==> config.mk <==
export PLATFORM = sky130hd
export DESIGN_NAME = register_frame_serial_host
export DESIGN_NICKNAME = d
export VERILOG_FILES = /design/src/rtl/core/rfsh_pkg.sv /design/src/rtl/core/rfsh_front.sv /design/src/rtl/core/rfsh_queue.sv /design/src/rtl/core/rfsh_back.sv /design/src/rtl/core/register_frame_serial_host.sv
export SDC_FILE = /design/constraint.sdc
export NUM_CORES = 1
export LEC_CHECK = 0
export BUFFER_PORTS_ARGS = -buffer_cell sky130_fd_sc_hd__buf_2
export CELL_PAD_IN_SITES_DETAIL_PLACEMENT = 1
export CELL_PAD_IN_SITES_GLOBAL_PLACEMENT = 1
export CORE_UTILIZATION = 48
export DETAILED_ROUTE_END_ITERATION = 12
export PLACE_DENSITY = 0.84
export SLEW_MARGIN = 20
export SYNTH_ARGS = -nofsm -noshare
export SYNTH_HDL_FRONTEND = slang
export SYNTH_SLANG_ARGS = --single-unit
==> constraint.sdc <==
create_clock -name clk -period 4.3 [get_ports clk]
set_input_delay 0.645 -clock clk [delete_from_list [all_inputs] [get_ports clk]]
set_output_delay 0.645 -clock clk [all_outputs]
set_load 0.02 [all_outputs]
==> src/rtl/core/rfsh_pkg.sv <==
`default_nettype none

package rfsh_pkg;

  // Frame and response byte values.
  localparam logic [7:0] STX_BYTE   = 8'h02;
  localparam logic [7:0] CMD_WRITE  = 8'h37;
  localparam logic [7:0] CMD_READ   = 8'h38;
  localparam logic [7:0] ACK_BYTE   = 8'h06;
  localparam logic [7:0] READ_COUNT = 8'h01;
  localparam logic [7:0] WR1_COUNT  = 8'h01;
  localparam logic [7:0] WR2_COUNT  = 8'h02;

  // Receive count limits; the count holds bytes taken before the current one.
  localparam logic [6:0] COUNT_MAX   = 7'd127;
  localparam logic [6:0] CNT_THIRD   = 7'd2;
  localparam logic [6:0] CNT_ACK_LEN = 7'd3;

  // Frame byte positions.
  localparam logic [2:0] IDX_STX   = 3'd0;
  localparam logic [2:0] IDX_CMD   = 3'd1;
  localparam logic [2:0] IDX_ADDR  = 3'd2;
  localparam logic [2:0] IDX_COUNT = 3'd3;
  localparam logic [2:0] IDX_DLO   = 3'd4;
  localparam logic [2:0] IDX_DHI   = 3'd5;
  localparam logic [2:0] LAST_WR1  = 3'd5;
  localparam logic [2:0] LAST_WR2  = 3'd6;
  localparam logic [2:0] LAST_RD   = 3'd4;

  typedef enum logic [1:0] {
    ACT_WR1 = 2'd0,
    ACT_WR2 = 2'd1,
    ACT_RD  = 2'd2,
    ACT_RX  = 2'd3
  } action_t;

  typedef enum logic [1:0] {
    PEND_NONE  = 2'd0,
    PEND_WRITE = 2'd1,
    PEND_READ  = 2'd2
  } pending_t;

  typedef enum logic [1:0] {
    VD_OK   = 2'd0,
    VD_CSUM = 2'd1,
    VD_NACK = 2'd2,
    VD_LEN  = 2'd3
  } verdict_t;

  typedef struct packed {
    logic [1:0]  action;
    logic [7:0]  reg_addr;
    logic [15:0] write_value;
    logic [7:0]  rx_byte;
    logic        rx_last;
  } in_t;

  typedef struct packed {
    logic       out_kind;
    logic [7:0] tx_byte;
    logic       last_of_run;
    logic [1:0] verdict;
    logic [7:0] read_value;
  } out_t;

  // One unit of work passed from the front to the back.
  typedef struct packed {
    logic        is_verdict;
    action_t     action;
    logic [7:0]  addr;
    logic [15:0] wval;
    verdict_t    verdict;
    logic [7:0]  rv;
  } job_t;

endpackage

`default_nettype wire

==> src/rtl/core/rfsh_front.sv <==
`default_nettype none

module rfsh_front #(
  parameter int MAX_RESPONSE_BYTES = 64
) (
  input  wire logic          clk,
  input  wire logic          rst,
  input  wire logic          accept,
  input  wire rfsh_pkg::in_t item,
  output logic               push,
  output rfsh_pkg::job_t     job
);

  localparam logic [7:0] MAX_BYTES = 8'(MAX_RESPONSE_BYTES);

  rfsh_pkg::pending_t pending;
  logic [6:0]         rx_count;
  logic [7:0]         rx_sum;
  logic [7:0]         third_byte;
  logic               rx_overflow;

  rfsh_pkg::action_t  act;
  logic               ovf_eff;
  logic [7:0]         third_eff;
  rfsh_pkg::verdict_t vd;

  assign act = rfsh_pkg::action_t'(item.action);

  // The current byte counts toward overflow and may itself be the third byte.
  assign ovf_eff   = rx_overflow || ({1'b0, rx_count} >= MAX_BYTES);
  assign third_eff = (rx_count == rfsh_pkg::CNT_THIRD) ? item.rx_byte : third_byte;

  // Verdict for a closing response byte, in priority order.
  always_comb begin
    if (pending == rfsh_pkg::PEND_NONE) begin
      vd = rfsh_pkg::VD_NACK;
    end else if (rx_count < rfsh_pkg::CNT_THIRD || ovf_eff) begin
      vd = rfsh_pkg::VD_LEN;
    end else if (rx_sum != item.rx_byte) begin
      vd = rfsh_pkg::VD_CSUM;
    end else if (pending == rfsh_pkg::PEND_WRITE &&
                 (rx_count != rfsh_pkg::CNT_ACK_LEN || third_eff != rfsh_pkg::ACK_BYTE)) begin
      vd = rfsh_pkg::VD_NACK;
    end else begin
      vd = rfsh_pkg::VD_OK;
    end
  end

  // Classify the item into a job for the back end.
  always_comb begin
    push           = accept && (act != rfsh_pkg::ACT_RX || item.rx_last);
    job.is_verdict = (act == rfsh_pkg::ACT_RX);
    job.action     = act;
    job.addr       = item.reg_addr;
    job.wval       = item.write_value;
    job.verdict    = vd;
    job.rv         = (rx_count >= rfsh_pkg::CNT_THIRD) ? third_eff : 8'h00;
  end

  // Pending request and receive state.
  always_ff @(posedge clk) begin
    if (rst) begin
      pending     <= rfsh_pkg::PEND_NONE;
      rx_count    <= '0;
      rx_sum      <= '0;
      third_byte  <= '0;
      rx_overflow <= 1'b0;
    end else if (accept) begin
      if (act != rfsh_pkg::ACT_RX || item.rx_last) begin
        if (act == rfsh_pkg::ACT_RX) begin
          pending <= rfsh_pkg::PEND_NONE;
        end else if (act == rfsh_pkg::ACT_RD) begin
          pending <= rfsh_pkg::PEND_READ;
        end else begin
          pending <= rfsh_pkg::PEND_WRITE;
        end
        rx_count    <= '0;
        rx_sum      <= '0;
        third_byte  <= '0;
        rx_overflow <= 1'b0;
      end else begin
        rx_overflow <= ovf_eff;
        third_byte  <= third_eff;
        rx_sum      <= rx_sum + item.rx_byte;
        if (rx_count < rfsh_pkg::COUNT_MAX) begin
          rx_count <= rx_count + 7'd1;
        end
      end
    end
  end

endmodule

`default_nettype wire

==> src/rtl/core/rfsh_queue.sv <==
`default_nettype none

module rfsh_queue (
  input  wire logic           clk,
  input  wire logic           rst,
  input  wire logic           push,
  input  wire rfsh_pkg::job_t push_job,
  input  wire logic           pop,
  output rfsh_pkg::job_t      head,
  output logic                full,
  output logic                empty
);

  rfsh_pkg::job_t entries [2];
  logic           wr_ptr;
  logic           rd_ptr;
  logic [1:0]     count;

  assign full  = (count == 2'd2);
  assign empty = (count == 2'd0);
  assign head  = entries[rd_ptr];

  // Entry storage.
  always_ff @(posedge clk) begin
    if (push) begin
      entries[wr_ptr] <= push_job;
    end
  end

  // Pointers and occupancy.
  always_ff @(posedge clk) begin
    if (rst) begin
      wr_ptr <= 1'b0;
      rd_ptr <= 1'b0;
      count  <= '0;
    end else begin
      if (push) begin
        wr_ptr <= ~wr_ptr;
      end
      if (pop) begin
        rd_ptr <= ~rd_ptr;
      end
      if (push && !pop) begin
        count <= count + 2'd1;
      end else if (pop && !push) begin
        count <= count - 2'd1;
      end
    end
  end

endmodule

`default_nettype wire

==> src/rtl/core/rfsh_back.sv <==
`default_nettype none

module rfsh_back (
  input  wire logic           clk,
  input  wire logic           rst,
  input  wire logic           job_valid,
  input  wire rfsh_pkg::job_t job,
  output logic                pop,
  output logic                result_valid,
  input  wire logic           result_ready,
  output rfsh_pkg::out_t      result
);

  logic [2:0]     idx;
  logic [7:0]     sum;
  logic [2:0]     last_idx;
  logic [7:0]     count_byte;
  logic [7:0]     data_byte;
  logic [7:0]     frame_byte;
  logic           frame_end;
  logic           load;
  rfsh_pkg::out_t next_out;

  assign load = job_valid && (!result_valid || result_ready);

  // Frame length and count field by request kind.
  always_comb begin
    unique case (job.action)
      rfsh_pkg::ACT_WR1: begin
        last_idx   = rfsh_pkg::LAST_WR1;
        count_byte = rfsh_pkg::WR1_COUNT;
      end
      rfsh_pkg::ACT_WR2: begin
        last_idx   = rfsh_pkg::LAST_WR2;
        count_byte = rfsh_pkg::WR2_COUNT;
      end
      default: begin
        last_idx   = rfsh_pkg::LAST_RD;
        count_byte = rfsh_pkg::READ_COUNT;
      end
    endcase
  end

  // Frame byte at the current position; the checksum closes the frame.
  always_comb begin
    unique case (idx)
      rfsh_pkg::IDX_STX:   data_byte = rfsh_pkg::STX_BYTE;
      rfsh_pkg::IDX_CMD:   data_byte = (job.action == rfsh_pkg::ACT_RD) ?
                                       rfsh_pkg::CMD_READ : rfsh_pkg::CMD_WRITE;
      rfsh_pkg::IDX_ADDR:  data_byte = job.addr;
      rfsh_pkg::IDX_COUNT: data_byte = count_byte;
      rfsh_pkg::IDX_DLO:   data_byte = job.wval[7:0];
      rfsh_pkg::IDX_DHI:   data_byte = job.wval[15:8];
      default:             data_byte = 8'h00;
    endcase
    frame_end  = (idx == last_idx);
    frame_byte = frame_end ? sum : data_byte;
    pop        = load && (job.is_verdict || frame_end);

    if (job.is_verdict) begin
      next_out.out_kind    = 1'b1;
      next_out.tx_byte     = 8'h00;
      next_out.last_of_run = 1'b0;
      next_out.verdict     = job.verdict;
      next_out.read_value  = job.rv;
    end else begin
      next_out.out_kind    = 1'b0;
      next_out.tx_byte     = frame_byte;
      next_out.last_of_run = frame_end;
      next_out.verdict     = rfsh_pkg::VD_OK;
      next_out.read_value  = 8'h00;
    end
  end

  // Sequencer position and running checksum.
  always_ff @(posedge clk) begin
    if (rst) begin
      idx <= '0;
      sum <= '0;
    end else if (load && !job.is_verdict) begin
      if (frame_end) begin
        idx <= '0;
        sum <= '0;
      end else begin
        idx <= idx + 3'd1;
        sum <= sum + frame_byte;
      end
    end
  end

  // Output register.
  always_ff @(posedge clk) begin
    if (rst) begin
      result_valid <= 1'b0;
    end else if (load) begin
      result_valid <= 1'b1;
    end else if (result_ready) begin
      result_valid <= 1'b0;
    end
  end

  always_ff @(posedge clk) begin
    if (load) begin
      result <= next_out;
    end
  end

endmodule

`default_nettype wire

==> src/rtl/core/register_frame_serial_host.sv <==
// Host side of a framed register-access serial link.
// The item channel (item_valid/item_ready/item) takes requests (write one
// byte, write two bytes, read one register) and received response bytes.
// The result channel (result_valid/result_ready/result) gives transmit frame
// bytes, ending in an additive checksum byte marked last_of_run, and one
// verdict for each response byte marked rx_last.
// An item is accepted in any cycle in which the two-entry job queue between
// the classifier and the frame sequencer has room. Non-final response bytes
// only update the receive checksum, count, overflow flag and third byte.
// The sequencer emits one result byte per cycle while the receiver takes
// them; a request frame has 6, 7 or 5 bytes (one-byte write, two-byte
// write, read) and a verdict is a single result.
// When the receiver stalls, the output register holds its result, the queue
// fills and item_ready falls. Reset clears the pending request, the receive
// state and the output valid flag, and empties the queue.
`default_nettype none

module register_frame_serial_host #(
  parameter int MAX_RESPONSE_BYTES = 64
) (
  input  wire logic          clk,
  input  wire logic          rst,
  input  wire logic          item_valid,
  output logic               item_ready,
  input  wire rfsh_pkg::in_t item,
  output logic               result_valid,
  input  wire logic          result_ready,
  output rfsh_pkg::out_t     result
);

  logic           accept;
  logic           push;
  logic           pop;
  logic           q_full;
  logic           q_empty;
  rfsh_pkg::job_t push_job;
  rfsh_pkg::job_t head_job;

  assign item_ready = !q_full;
  assign accept     = item_valid && item_ready;

  rfsh_front #(
    .MAX_RESPONSE_BYTES(MAX_RESPONSE_BYTES)
  ) u_front (
    .clk    (clk),
    .rst    (rst),
    .accept (accept),
    .item   (item),
    .push   (push),
    .job    (push_job)
  );

  rfsh_queue u_queue (
    .clk      (clk),
    .rst      (rst),
    .push     (push),
    .push_job (push_job),
    .pop      (pop),
    .head     (head_job),
    .full     (q_full),
    .empty    (q_empty)
  );

  rfsh_back u_back (
    .clk          (clk),
    .rst          (rst),
    .job_valid    (!q_empty),
    .job          (head_job),
    .pop          (pop),
    .result_valid (result_valid),
    .result_ready (result_ready),
    .result       (result)
  );

endmodule

`default_nettype wire
==> results of run 1 <==
[metal layers]
layer  vias up  GRT usage (%)  share of wire, %
met3        32           6.80               3.6
met1      2182           27.1                39
li1       2063              -                 -
met4         0           9.83               2.4
met2        96           44.8                55
met5         -              0                 0
[logic make-up after synthesis]
family / count (synthesis) / synth area share (%)
and+or+nand+nor: 161 / 12.5
DFF: 137 / 59.2
AOI/OAI and AO/OA: 105 / 11.8
buffers and inverters: 42 / 2.99
muxes: 34 / 6.05
adders and majority gates: 23 / 4.86
xor gates and xnor gates: 19 / 2.67
[final timing paths]
check,from,end,slack [ns]
worst max-delay path,u_back.idx[2]$_SDFFE_PP0P_,u_back.sum[7]$_SDFFE_PP0P_,0.34
worst min-delay path,item[24],u_queue.entries[1][25]$_DFFE_PP_,0.41
worst max register to register,u_back.idx[2]$_SDFFE_PP0P_,u_back.sum[7]$_SDFFE_PP0P_,0.34
worst min register to register,u_back.sum[3]$_SDFFE_PP0P_,u_back.sum[3]$_SDFFE_PP0P_,0.48
[flip-flops by register name, indices dropped and copies added (netlist names), named ones only]
signal	count
u_back.result	20
u_front.rx_sum	8
u_queue.entries	74
u_back.idx	3
u_back.result_valid	1
u_front.rx_count	7
u_queue.rd_ptr	1
u_front.pending	2
u_back.sum	8
u_queue.wr_ptr	1
u_queue.count	2
u_front.rx_overflow	1
u_front.third_byte	8
[cell usage after synthesis, types with 2 or more instances]
cell	instances	area (sq um)
inv_1	15	56.3
nand3b_1	3	22.5
o21a_1	3	22.5
a211oi_1	4	30.0
a21oi_1	27	135
a221oi_1	7	61.3
edfxtp_1	94	2820
dfxtp_1	43	861
a21o_1	7	52.6
a32oi_1	6	52.6
fa_1	2	40.0
nor4b_1	3	26.3
nor3_1	5	25.0
mux2_4	3	45.0
clkbuf_1	21	78.8
nor4_1	2	12.5
and3_1	5	31.3
buf_6	3	33.8
o2111ai_1	2	17.5
o21ai_1	3	15.0
a32o_1	2	20.0
or4_1	2	15.0
nand2b_1	4	25.0
o21ai_0	6	30.0
a31oi_1	4	25.0
nand3_1	11	55.1
nor2b_1	5	31.3
ha_1	21	263
a41oi_1	2	17.5
buf_2	2	10.0
nor2_1	75	282
mux2i_1	23	230
xnor2_1	10	87.6
xor2_1	9	78.8
a22o_1	2	17.5
nand4_1	5	31.3
and2_1	9	56.3
a22oi_1	21	158
mux2_2	7	78.8
or3_1	3	18.8
o21bai_1	2	15.0
nand2_1	23	86.3
[power breakdown]
group	internal (mW)	switching [mW]
clock	1.03	0.574
combinational	0.481	0.823
sequential	1.72	0.111
total	3.24	1.51
[cell type report]
| cell class | count | area (sq um) |
|---|---|---|
| fill | 1347 | 5250 |
| sequential | 137 | 3680 |
| multi-input combinational | 342 | 2370 |
| clock buffer | 18 | 429 |
| timing repair buffer | 69 | 400 |
| clock inverter | 14 | 219 |
| tap | 172 | 215 |
| inverter | 15 | 56.3 |
==> results_dict.tcl, run 1 <==
set metrics [dict create \
    ys_ff_latch 137 \
    drt_iter0_markers 170 \
    start_util_pct 49.3 \
    io_pins 61 \
    drive_gt1_share_pct 19.7 \
    worstMarginPinSlew_ns 0.681 \
    p_per_area_mw_per_mm2 643 \
    clkTransAtPathRegs_ns 0.06 \
    reg2reg_depth 13 \
    antenna_found_initial 0 \
    grt_max_degree 45 \
    cts_hold_buffers 0 \
    maxCapViolations 0 \
    endpoint_kind "flip-flop" \
    synth_nets 583 \
    std_cell_rows 41 \
    overflow 0 \
    grt_usage_pct 24.6 \
    synthFlopType "edfxtp_1" \
    fin_area_sq_mm 0.00737 \
    crit_cells 13 \
    critPathTopFamily "compound AO/OA/AOI/OAI gates" \
    syn_inst 521 \
    rsz0062_at_grt "false" \
    tns_ns 0 \
    path_buf_inv 1 \
    max-clock-path-buffers 2 \
    async_reset_ff_share_pct 0 \
    relSlewSlack_pct 54.6 \
    layout_setup_ws_ns 0.335 \
    critPathLaunchType "flip-flop" \
    syn_to_final_growth_pct 18.5 \
    power.leakage_nw 2.78 \
    clock_latency_ns 0.43 \
    synth_edf_count 94 \
    cp_slowest_cell "dfxtp_1" \
    yosysUniqueCellTypes 57 \
    holdWs_ns 0.405 \
    final_core_util_pct 58.4 \
    ctsResizeCount 0 \
    worstSetupPathType "reg -> reg" \
    h-tree-depth 4 \
    place_inst 733 \
    final_max_slew_viol_count 0 \
    viasPerCell 5.70 \
    mostFrequentLayoutCell "edfxtp_1" \
    hpwl_um 9780 \
    power_mw 4.74 \
    cp.required_ns 4.61 \
    drtPass1Iterations 4 \
    avgSynthCellArea_sq_um 11.9 \
    clock_sinks 137 \
    ys_seq_area_share_pct 59.2 \
    layout.nets 644 \
    grt_pass1_wl_um 24400 \
    finalSetupViolCount 0 \
    cts_root_buf "clkbuf_16" \
    grt_pass1_vias 4761 \
    syn_area_sq_mm 0.00622 \
    crit_chain "inv_1, ha_1, o21ai_0, a21oi_1, a221oi_1, a21oi_1, ha_1, a21o_1, a221oi_1, a21oi_1, xnor2_1, nor2_1, a221o_1" \
    finalHoldViolCount 0 \
    hold_depth 1 \
    drc 0 \
    hold_class "in -> reg" \
    finalNonFillerCells 767 \
    slowest_delay_ns 0.71 \
    numCtsBuffers 17 \
    worst_clock_skew_ns 0.00712 \
    crit_top_cell "a21oi_1" \
    coreArea_sq_mm 0.0126 \
    pre_cts_slack_ns 0.565 \
    status "finished clean" \
    num_vias 4373 \
    yosys_warnings 0 \
    wire_per_inst_um 19.9 \
    port_buffers 60 \
    cts_tree "yes" \
    fmax_ghz 0.252 \
    fp.dieH_um 116 \
    ir_worst_vdd_uv 321 \
    post-route-period-util_pct 92.2 \
    wl_um 15300 \
    fin_crit_ns 3.96 \
    dieArea_sq_mm 0.0134 \
    placed_area_sq_mm 0.00668 \
    diodes 0 \
    worstPathArrival_ns 4.28 \
    gp_congestion 0.831 \
    die_w_um 116 \
    ant_nets 0 \
    postCtsSetupBuffers 0 \
    cp_max_fo 17 \
    mostFrequentLayoutCells "edfxtp_1 (94), nor2_1 (73), buf_2 (60), dfxtp_1 (42), a21oi_1 (27)" \
]
Note: power is estimated with default switching activity, not from simulation.
==> run 2: changes to the inputs <==
--- a/config.mk
+++ b/config.mk
@@ -5,12 +5,13 @@
 export SDC_FILE = /design/constraint.sdc
 export NUM_CORES = 1
 export LEC_CHECK = 0
-export BUFFER_PORTS_ARGS = -buffer_cell sky130_fd_sc_hd__buf_2
 export CELL_PAD_IN_SITES_DETAIL_PLACEMENT = 1
 export CELL_PAD_IN_SITES_GLOBAL_PLACEMENT = 1
-export CORE_UTILIZATION = 48
+export CORE_UTILIZATION = 46
 export DETAILED_ROUTE_END_ITERATION = 12
-export PLACE_DENSITY = 0.84
+export DONT_BUFFER_PORTS = 1
+export GPL_TIMING_DRIVEN = 0
+export PLACE_DENSITY = 0.79
 export SLEW_MARGIN = 20
 export SYNTH_ARGS = -nofsm -noshare
 export SYNTH_HDL_FRONTEND = slang
==> constraint.sdc (replaced) <==
create_clock -name clk -period 3.4 [get_ports clk]
set_input_delay 0.51 -clock clk [delete_from_list [all_inputs] [get_ports clk]]
set_output_delay 0.51 -clock clk [all_outputs]
set_load 0.02 [all_outputs]
==> run 2 against run 1 <==
Compared with the run above:
- the run now ends with setup timing left
- critical path depth is 1 lower
- global-route usage is 0.38 points lower
- worst hold slack worse by 0.23 ns
- highest routed layer unchanged
==> results_dict.tcl, run 2 (synthesis gave the netlist of run 1 again) <==
set metrics [dict create \
    overflow 0 \
    coreArea_sq_mm 0.0132 \
    fin_crit_ns 3.45 \
    cp_slowest_cell "or4b_4" \
    die_w_um 118 \
    cts_tree "yes" \
    p_per_area_mw_per_mm2 802 \
    worstSetupPathType "reg -> reg" \
    h-tree-depth 4 \
    cts_hold_buffers 0 \
    multi_input_area_sq_mm 0.00256 \
    mostFrequentLayoutCell "edfxtp_1" \
    viasPerCell 5.87 \
    cp_max_fo 5 \
    power_frac_clock_pct 30.8 \
    regMostFlops "u_queue.entries" \
    reg_top3 "u_queue.entries x74, u_back.result x20" \
    finalSetupViolCount 3 \
    clock_latency_ns 0.43 \
    combPwrFrac_pct 26.8 \
    drtPass1Iterations 5 \
    endpoint_kind "flip-flop" \
    start_util_pct 47.0 \
    ant_nets 0 \
    met2WireLength_um 8180 \
    crit_top_cell "mux2_4" \
    ir_worst_vdd_uv 368 \
    hpwl_um 10700 \
    antenna_found_initial 0 \
    max-clock-path-buffers 2 \
    rsz0062_at_grt "true" \
    std_cell_rows 42 \
    drt_iter0_markers 213 \
    r2r_start "u_queue.entries[0][34]$_DFFE_PP_" \
    gp_congestion 0.816 \
    hold_class "in -> reg" \
    power_mw 5.93 \
    wire_per_inst_um 21.6 \
    switching_share_pct 32.3 \
    port_buffers 0 \
    placed_area_sq_mm 0.00651 \
    r2r-end "u_back.sum[7]$_SDFFE_PP0P_" \
    syn_to_final_growth_pct 18.8 \
    min_from "item[15]" \
    tns_ns -0.0836 \
    worstPathArrival_ns 3.76 \
    wl_um 15900 \
    p_sw_mw 1.92 \
    holdPathEnd "u_queue.entries[0][16]$_DFFE_PP_" \
    place_inst 699 \
    final_max_slew_viol_count 0 \
    grt_pass1_wl_um 25400 \
    num_vias 4338 \
    power.leakage_nw 2.63 \
    pwr-share-seq_pct 42.4 \
    worst_clock_skew_ns 0.00722 \
    grt_pass1_vias 4681 \
    routed-wl-met3_um 774 \
    cp.required_ns 3.71 \
    dieArea_sq_mm 0.0140 \
    top_layer_used "met4" \
    critPathLaunchType "flip-flop" \
    fin_area_sq_mm 0.00739 \
    largest_reg_flops 74 \
    worstMarginPinSlew_ns 0.986 \
    layout.nets 613 \
    maxCapViolations 0 \
    fp.dieH_um 118 \
    reg2reg_depth 12 \
    cts_root_buf "clkbuf_16" \
    post-route-period-util_pct 101 \
    regToRegSetupSlack_ns -0.05 \
    hold_depth 0 \
    grt_usage_pct 24.3 \
    finalNonFillerCells 739 \
    finalHoldViolCount 0 \
    holdWs_ns 0.173 \
    numCtsBuffers 17 \
    internal_power_mw 4.01 \
    crit_chain "mux2_4, or4b_4, a31o_1, buf_6, mux2_4, ha_2, and3_1, a221oi_4, a21oi_2, xnor2_2, nor2_1, a221o_1" \
    slowest_delay_ns 0.48 \
    drt-met1-wl_um 6450 \
    layout_setup_ws_ns -0.0469 \
    violations "setup timing" \
    regArea_sq_mm 0.00369 \
    clock_sinks 137 \
    io_pins 61 \
    status "finished with violations" \
    diodes 0 \
    mostFrequentLayoutCells "edfxtp_1 (94), nor2_1 (72), dfxtp_1 (41), nand2_1 (23), mux2i_1 (23)" \
    drc 0 \
    drive_gt1_share_pct 17.2 \
    nFillCells 1360 \
    relSlewSlack_pct 32.4 \
    grt_max_degree 28 \
    clkTransAtPathRegs_ns 0.06 \
    fmax_ghz 0.290 \
]
==> run 2: metal layers <==
metal	up-vias	global-route usage (%)
met5	-	0
met4	0	12.8
met3	41	6.52
met2	123	40.7
met1	2178	28.3
li1	1996	-
==> run 2: critical path: cells and delay by family (launching register included) <==
kind	cells	cell delay, ns
AOI/OAI and AO/OA	4	0.97
xor gates and xnor gates	1	0.16
adders and majority gates	1	0.33
buffers and inverters	1	0.15
DFF	1	0.39
muxes	2	0.59
and+or+nand+nor	3	0.75
==> run 2: cell type report <==
cell class,instances,area share (%)
clock inverter,10,1.73
timing repair buffer,14,2.06
tap,176,2.98
sequential,137,49.8
multi-input combinational,342,34.6
inverter,15,0.761
buffer,24,1.90
clock buffer,21,6.09
==> run 2: how the worst max path moves through the flow <==
stage	from	to	slack, ns	depth (start not counted)
CTS	u_queue.entries[0][34]$_DFFE_PP_	u_back.sum[7]$_SDFFE_PP0P_	-0.05	15
detailed placement	flip-flop	u_back.sum[6]$_SDFFE_PP0P_	-0.80	15
global route	u_queue.entries[0][34]$_DFFE_PP_	u_back.sum[4]$_SDFFE_PP0P_	-0.20	16
floorplan	flip-flop	u_back.sum[7]$_SDFFE_PP0P_	0.01	15
finish	u_queue.entries[0][34]$_DFFE_PP_	u_back.sum[7]$_SDFFE_PP0P_	-0.05	12
global placement	u_queue.count[0]$_SDFFE_PP0P_	u_queue.entries[1][12]$_DFFE_PP_	-0.90	5
==> run 2: timing repair <==
action	CTS	global route
buffers inserted	8	2
cloned	2	0
pin swaps	10	12
endpoints found under the setup margin	7	3
resized for setup	25	20
endpoints found under the hold margin	0	0
==> run 2: power groups by stage <==
stage          Clock (mW)  Combinational [mW]  Sequential (mW)
6_report             1.83                1.59             2.51
2_1_floorplan           0               0.974             2.49
3_3_place_gp            0                1.23             2.52
4_1_cts              1.85                1.47             2.51
5_1_grt              1.91                1.72             2.55
3_5_place_dp            0                1.34             2.53
==> run 2: metrics by stage <==
step	util (%)	setup slack [ns]
detailed placement	49.1	-0.799
CTS	54.9	-0.0462
global placement	48.7	-0.897
floorplan	-	0.0126
global route	55.8	-0.198
finish	55.8	-0.0469
==> run 3: changes to the inputs <==
--- a/config.mk
+++ b/config.mk
@@ -10,7 +10,7 @@
 export CORE_UTILIZATION = 46
 export DETAILED_ROUTE_END_ITERATION = 12
 export DONT_BUFFER_PORTS = 1
-export GPL_TIMING_DRIVEN = 0
+export MAX_ROUTING_LAYER = met4
 export PLACE_DENSITY = 0.79
 export SLEW_MARGIN = 20
 export SYNTH_ARGS = -nofsm -noshare
==> run 3 against run 2 <==
Compared with the run above:
- the run now ends clean
- first-iteration DRC count up 33%
- sequential power barely moved
- cell count increased by 0.14%
- critical path type unchanged
==> results_dict.tcl, run 3 (synthesis gave the netlist of run 1 again) <==
set metrics [dict create \
    drt_iter0_markers 283 \
    finalHoldViolCount 0 \
    cp.required_ns 3.70 \
    worstMarginPinSlew_ns 0.633 \
    critPathTopFamily "compound AO/OA/AOI/OAI gates" \
    fmax_ghz 0.296 \
    layout_setup_ws_ns 0.0196 \
    port_buffers 0 \
    wl_um 15300 \
    grt_pass1_wl_um 24500 \
    tns_ns 0 \
    drive_gt1_share_pct 18.4 \
    start_util_pct 47.0 \
    critPathLaunchType "flip-flop" \
    cp_slowest_cell "or4b_4" \
    viasPerCell 5.83 \
    cts_tree "yes" \
    drtPass1Iterations 4 \
    p_per_area_mw_per_mm2 787 \
    min_from "rst" \
    clkTransAtPathRegs_ns 0.06 \
    mostFrequentLayoutCell "edfxtp_1" \
    gp_congestion 0.839 \
    cp_max_fo 8 \
    layout.nets 613 \
    hold_depth 1 \
    reg_top3 "u_queue.entries x74, u_back.result x20" \
    dieArea_sq_mm 0.0140 \
    wire_per_inst_um 20.7 \
    hpwl_um 9900 \
    holdWs_ns 0.155 \
    ir_worst_vdd_uv 378 \
    grt_pass1_vias 4629 \
    diodes 0 \
    antenna_found_initial 0 \
    power.leakage_nw 2.62 \
    ant_nets 0 \
    regMostFlops "u_queue.entries" \
    pwr-share-seq_pct 43.6 \
    drc 0 \
    worstSetupPathType "reg -> reg" \
    fp.dieH_um 118 \
    reg2reg_depth 10 \
    p_sw_mw 1.92 \
    io_pins 61 \
    hold_class "in -> reg" \
    internal_power_mw 3.86 \
    mostFrequentLayoutCells "edfxtp_1 (94), nor2_1 (72), dfxtp_1 (41), buf_4 (31), a21oi_1 (24)" \
    maxCapViolations 0 \
    crit_top_cell "mux2_4" \
    worstPathArrival_ns 3.68 \
    relSlewSlack_pct 57.6 \
    numCtsBuffers 17 \
    grt_max_degree 45 \
    clock_latency_ns 0.42 \
    num_vias 4314 \
    final_max_slew_viol_count 0 \
    die_w_um 118 \
    endpoint_kind "flip-flop" \
    cts_root_buf "clkbuf_16" \
    syn_to_final_growth_pct 17.9 \
    clock_sinks 137 \
    path_buf_inv 0 \
    worst_clock_skew_ns 0.0107 \
    overflow 0 \
    fin_crit_ns 3.38 \
    crit_cells 10 \
    nFillCells 1361 \
    coreArea_sq_mm 0.0132 \
    switching_share_pct 33.2 \
    status "finished clean" \
    slowest_delay_ns 0.57 \
    final_core_util_pct 55.4 \
    h-tree-depth 4 \
    largest_reg_flops 74 \
    std_cell_rows 42 \
    grt_usage_pct 23.4 \
    max-clock-path-buffers 2 \
    combPwrFrac_pct 29.1 \
    pre_cts_slack_ns -0.190 \
    power_frac_clock_pct 27.2 \
    finalSetupViolCount 0 \
    crit_chain "mux2_4, or4b_4, a31o_4, mux2_4, ha_4, and3_4, a221oi_4, a21oi_2, xnor2_2, a221o_1" \
    post-route-period-util_pct 99.4 \
]
-- run 3: cell types whose count changed in the layout (fill, tap and decap cells not counted), moves of 2 or more --
cell / change
clkbuf_4: -3
clkbuf_1: -16
a31o_4: +2
buf_4: +20
clkinv_1: +6
a21oi_1: +2
buf_2: -2
a21oi_2: -2
bufinv_16: -3
clkbuf_2: -2
-- run 3: power groups by stage --
stage	sequential, mW	combinational, mW	clock, mW
global placement	2.51	1.40	0
CTS	2.51	1.50	1.59
detailed placement	2.53	1.45	0
finish	2.52	1.68	1.57
global route	2.55	1.84	1.66
floorplan	2.49	0.974	0
-- run 3: worst paths after layout --
| path | end | slack (ns) |
|---|---|---|
| worst max-delay path | u_back.sum[7]$_SDFFE_PP0P_ | 0.02 |
| worst min-delay path | u_back.idx[1]$_SDFFE_PP0P_ | 0.15 |
| worst max register to register | u_back.sum[7]$_SDFFE_PP0P_ | 0.02 |
| worst min register to register | u_back.sum[5]$_SDFFE_PP0P_ | 0.48 |
-- run 3: layout make-up --
cell class,count,area (sq um),area share [%]
clock buffer,18,429,5.85
clock inverter,14,65.1,0.886
inverter,15,56.3,0.767
multi-input combinational,343,2540,34.7
sequential,137,3690,50.3
tap,176,220,3.00
timing repair buffer,37,335,4.57
-- run 3: timing repair --
action | CTS | global route
setup buffers | 3 | 2
hold buffers | 0 | 0
setup endpoints to repair | 4 | 4
cloned | 1 | 0
pin swaps | 4 | 11
resized for setup | 9 | 27
-- run 3: worst register-to-register path, stage by stage (launching register included) --
cell and delay [ns]:
dfxtp_4 0.38, mux2_4 0.31, or4b_4 0.57, a31o_4 0.32, mux2_4 0.35, ha_4 0.23, and3_4 0.17, a221oi_4 0.33
a21oi_2 0.12, xnor2_2 0.15, a221o_1 0.34
-- run 3: per-stage QoR --
step	total power, mW	instance area, sq um	instances
global route	6.05	7340	740
CTS	5.60	7170	738
detailed placement	3.98	6620	702
global placement	3.91	6620	702
floorplan	3.46	6230	521
finish	5.78	7340	740
-- run 3: per-layer routing --
layer | track usage, % | routed length, um | vias to the layer above
li1 | - | - | 2010
met1 | 28.2 | 6500 | 2189
met2 | 37.7 | 7780 | 86
met3 | 6.66 | 676 | 29
met4 | 8.01 | 345 | 0
met5 | - | 0 | -
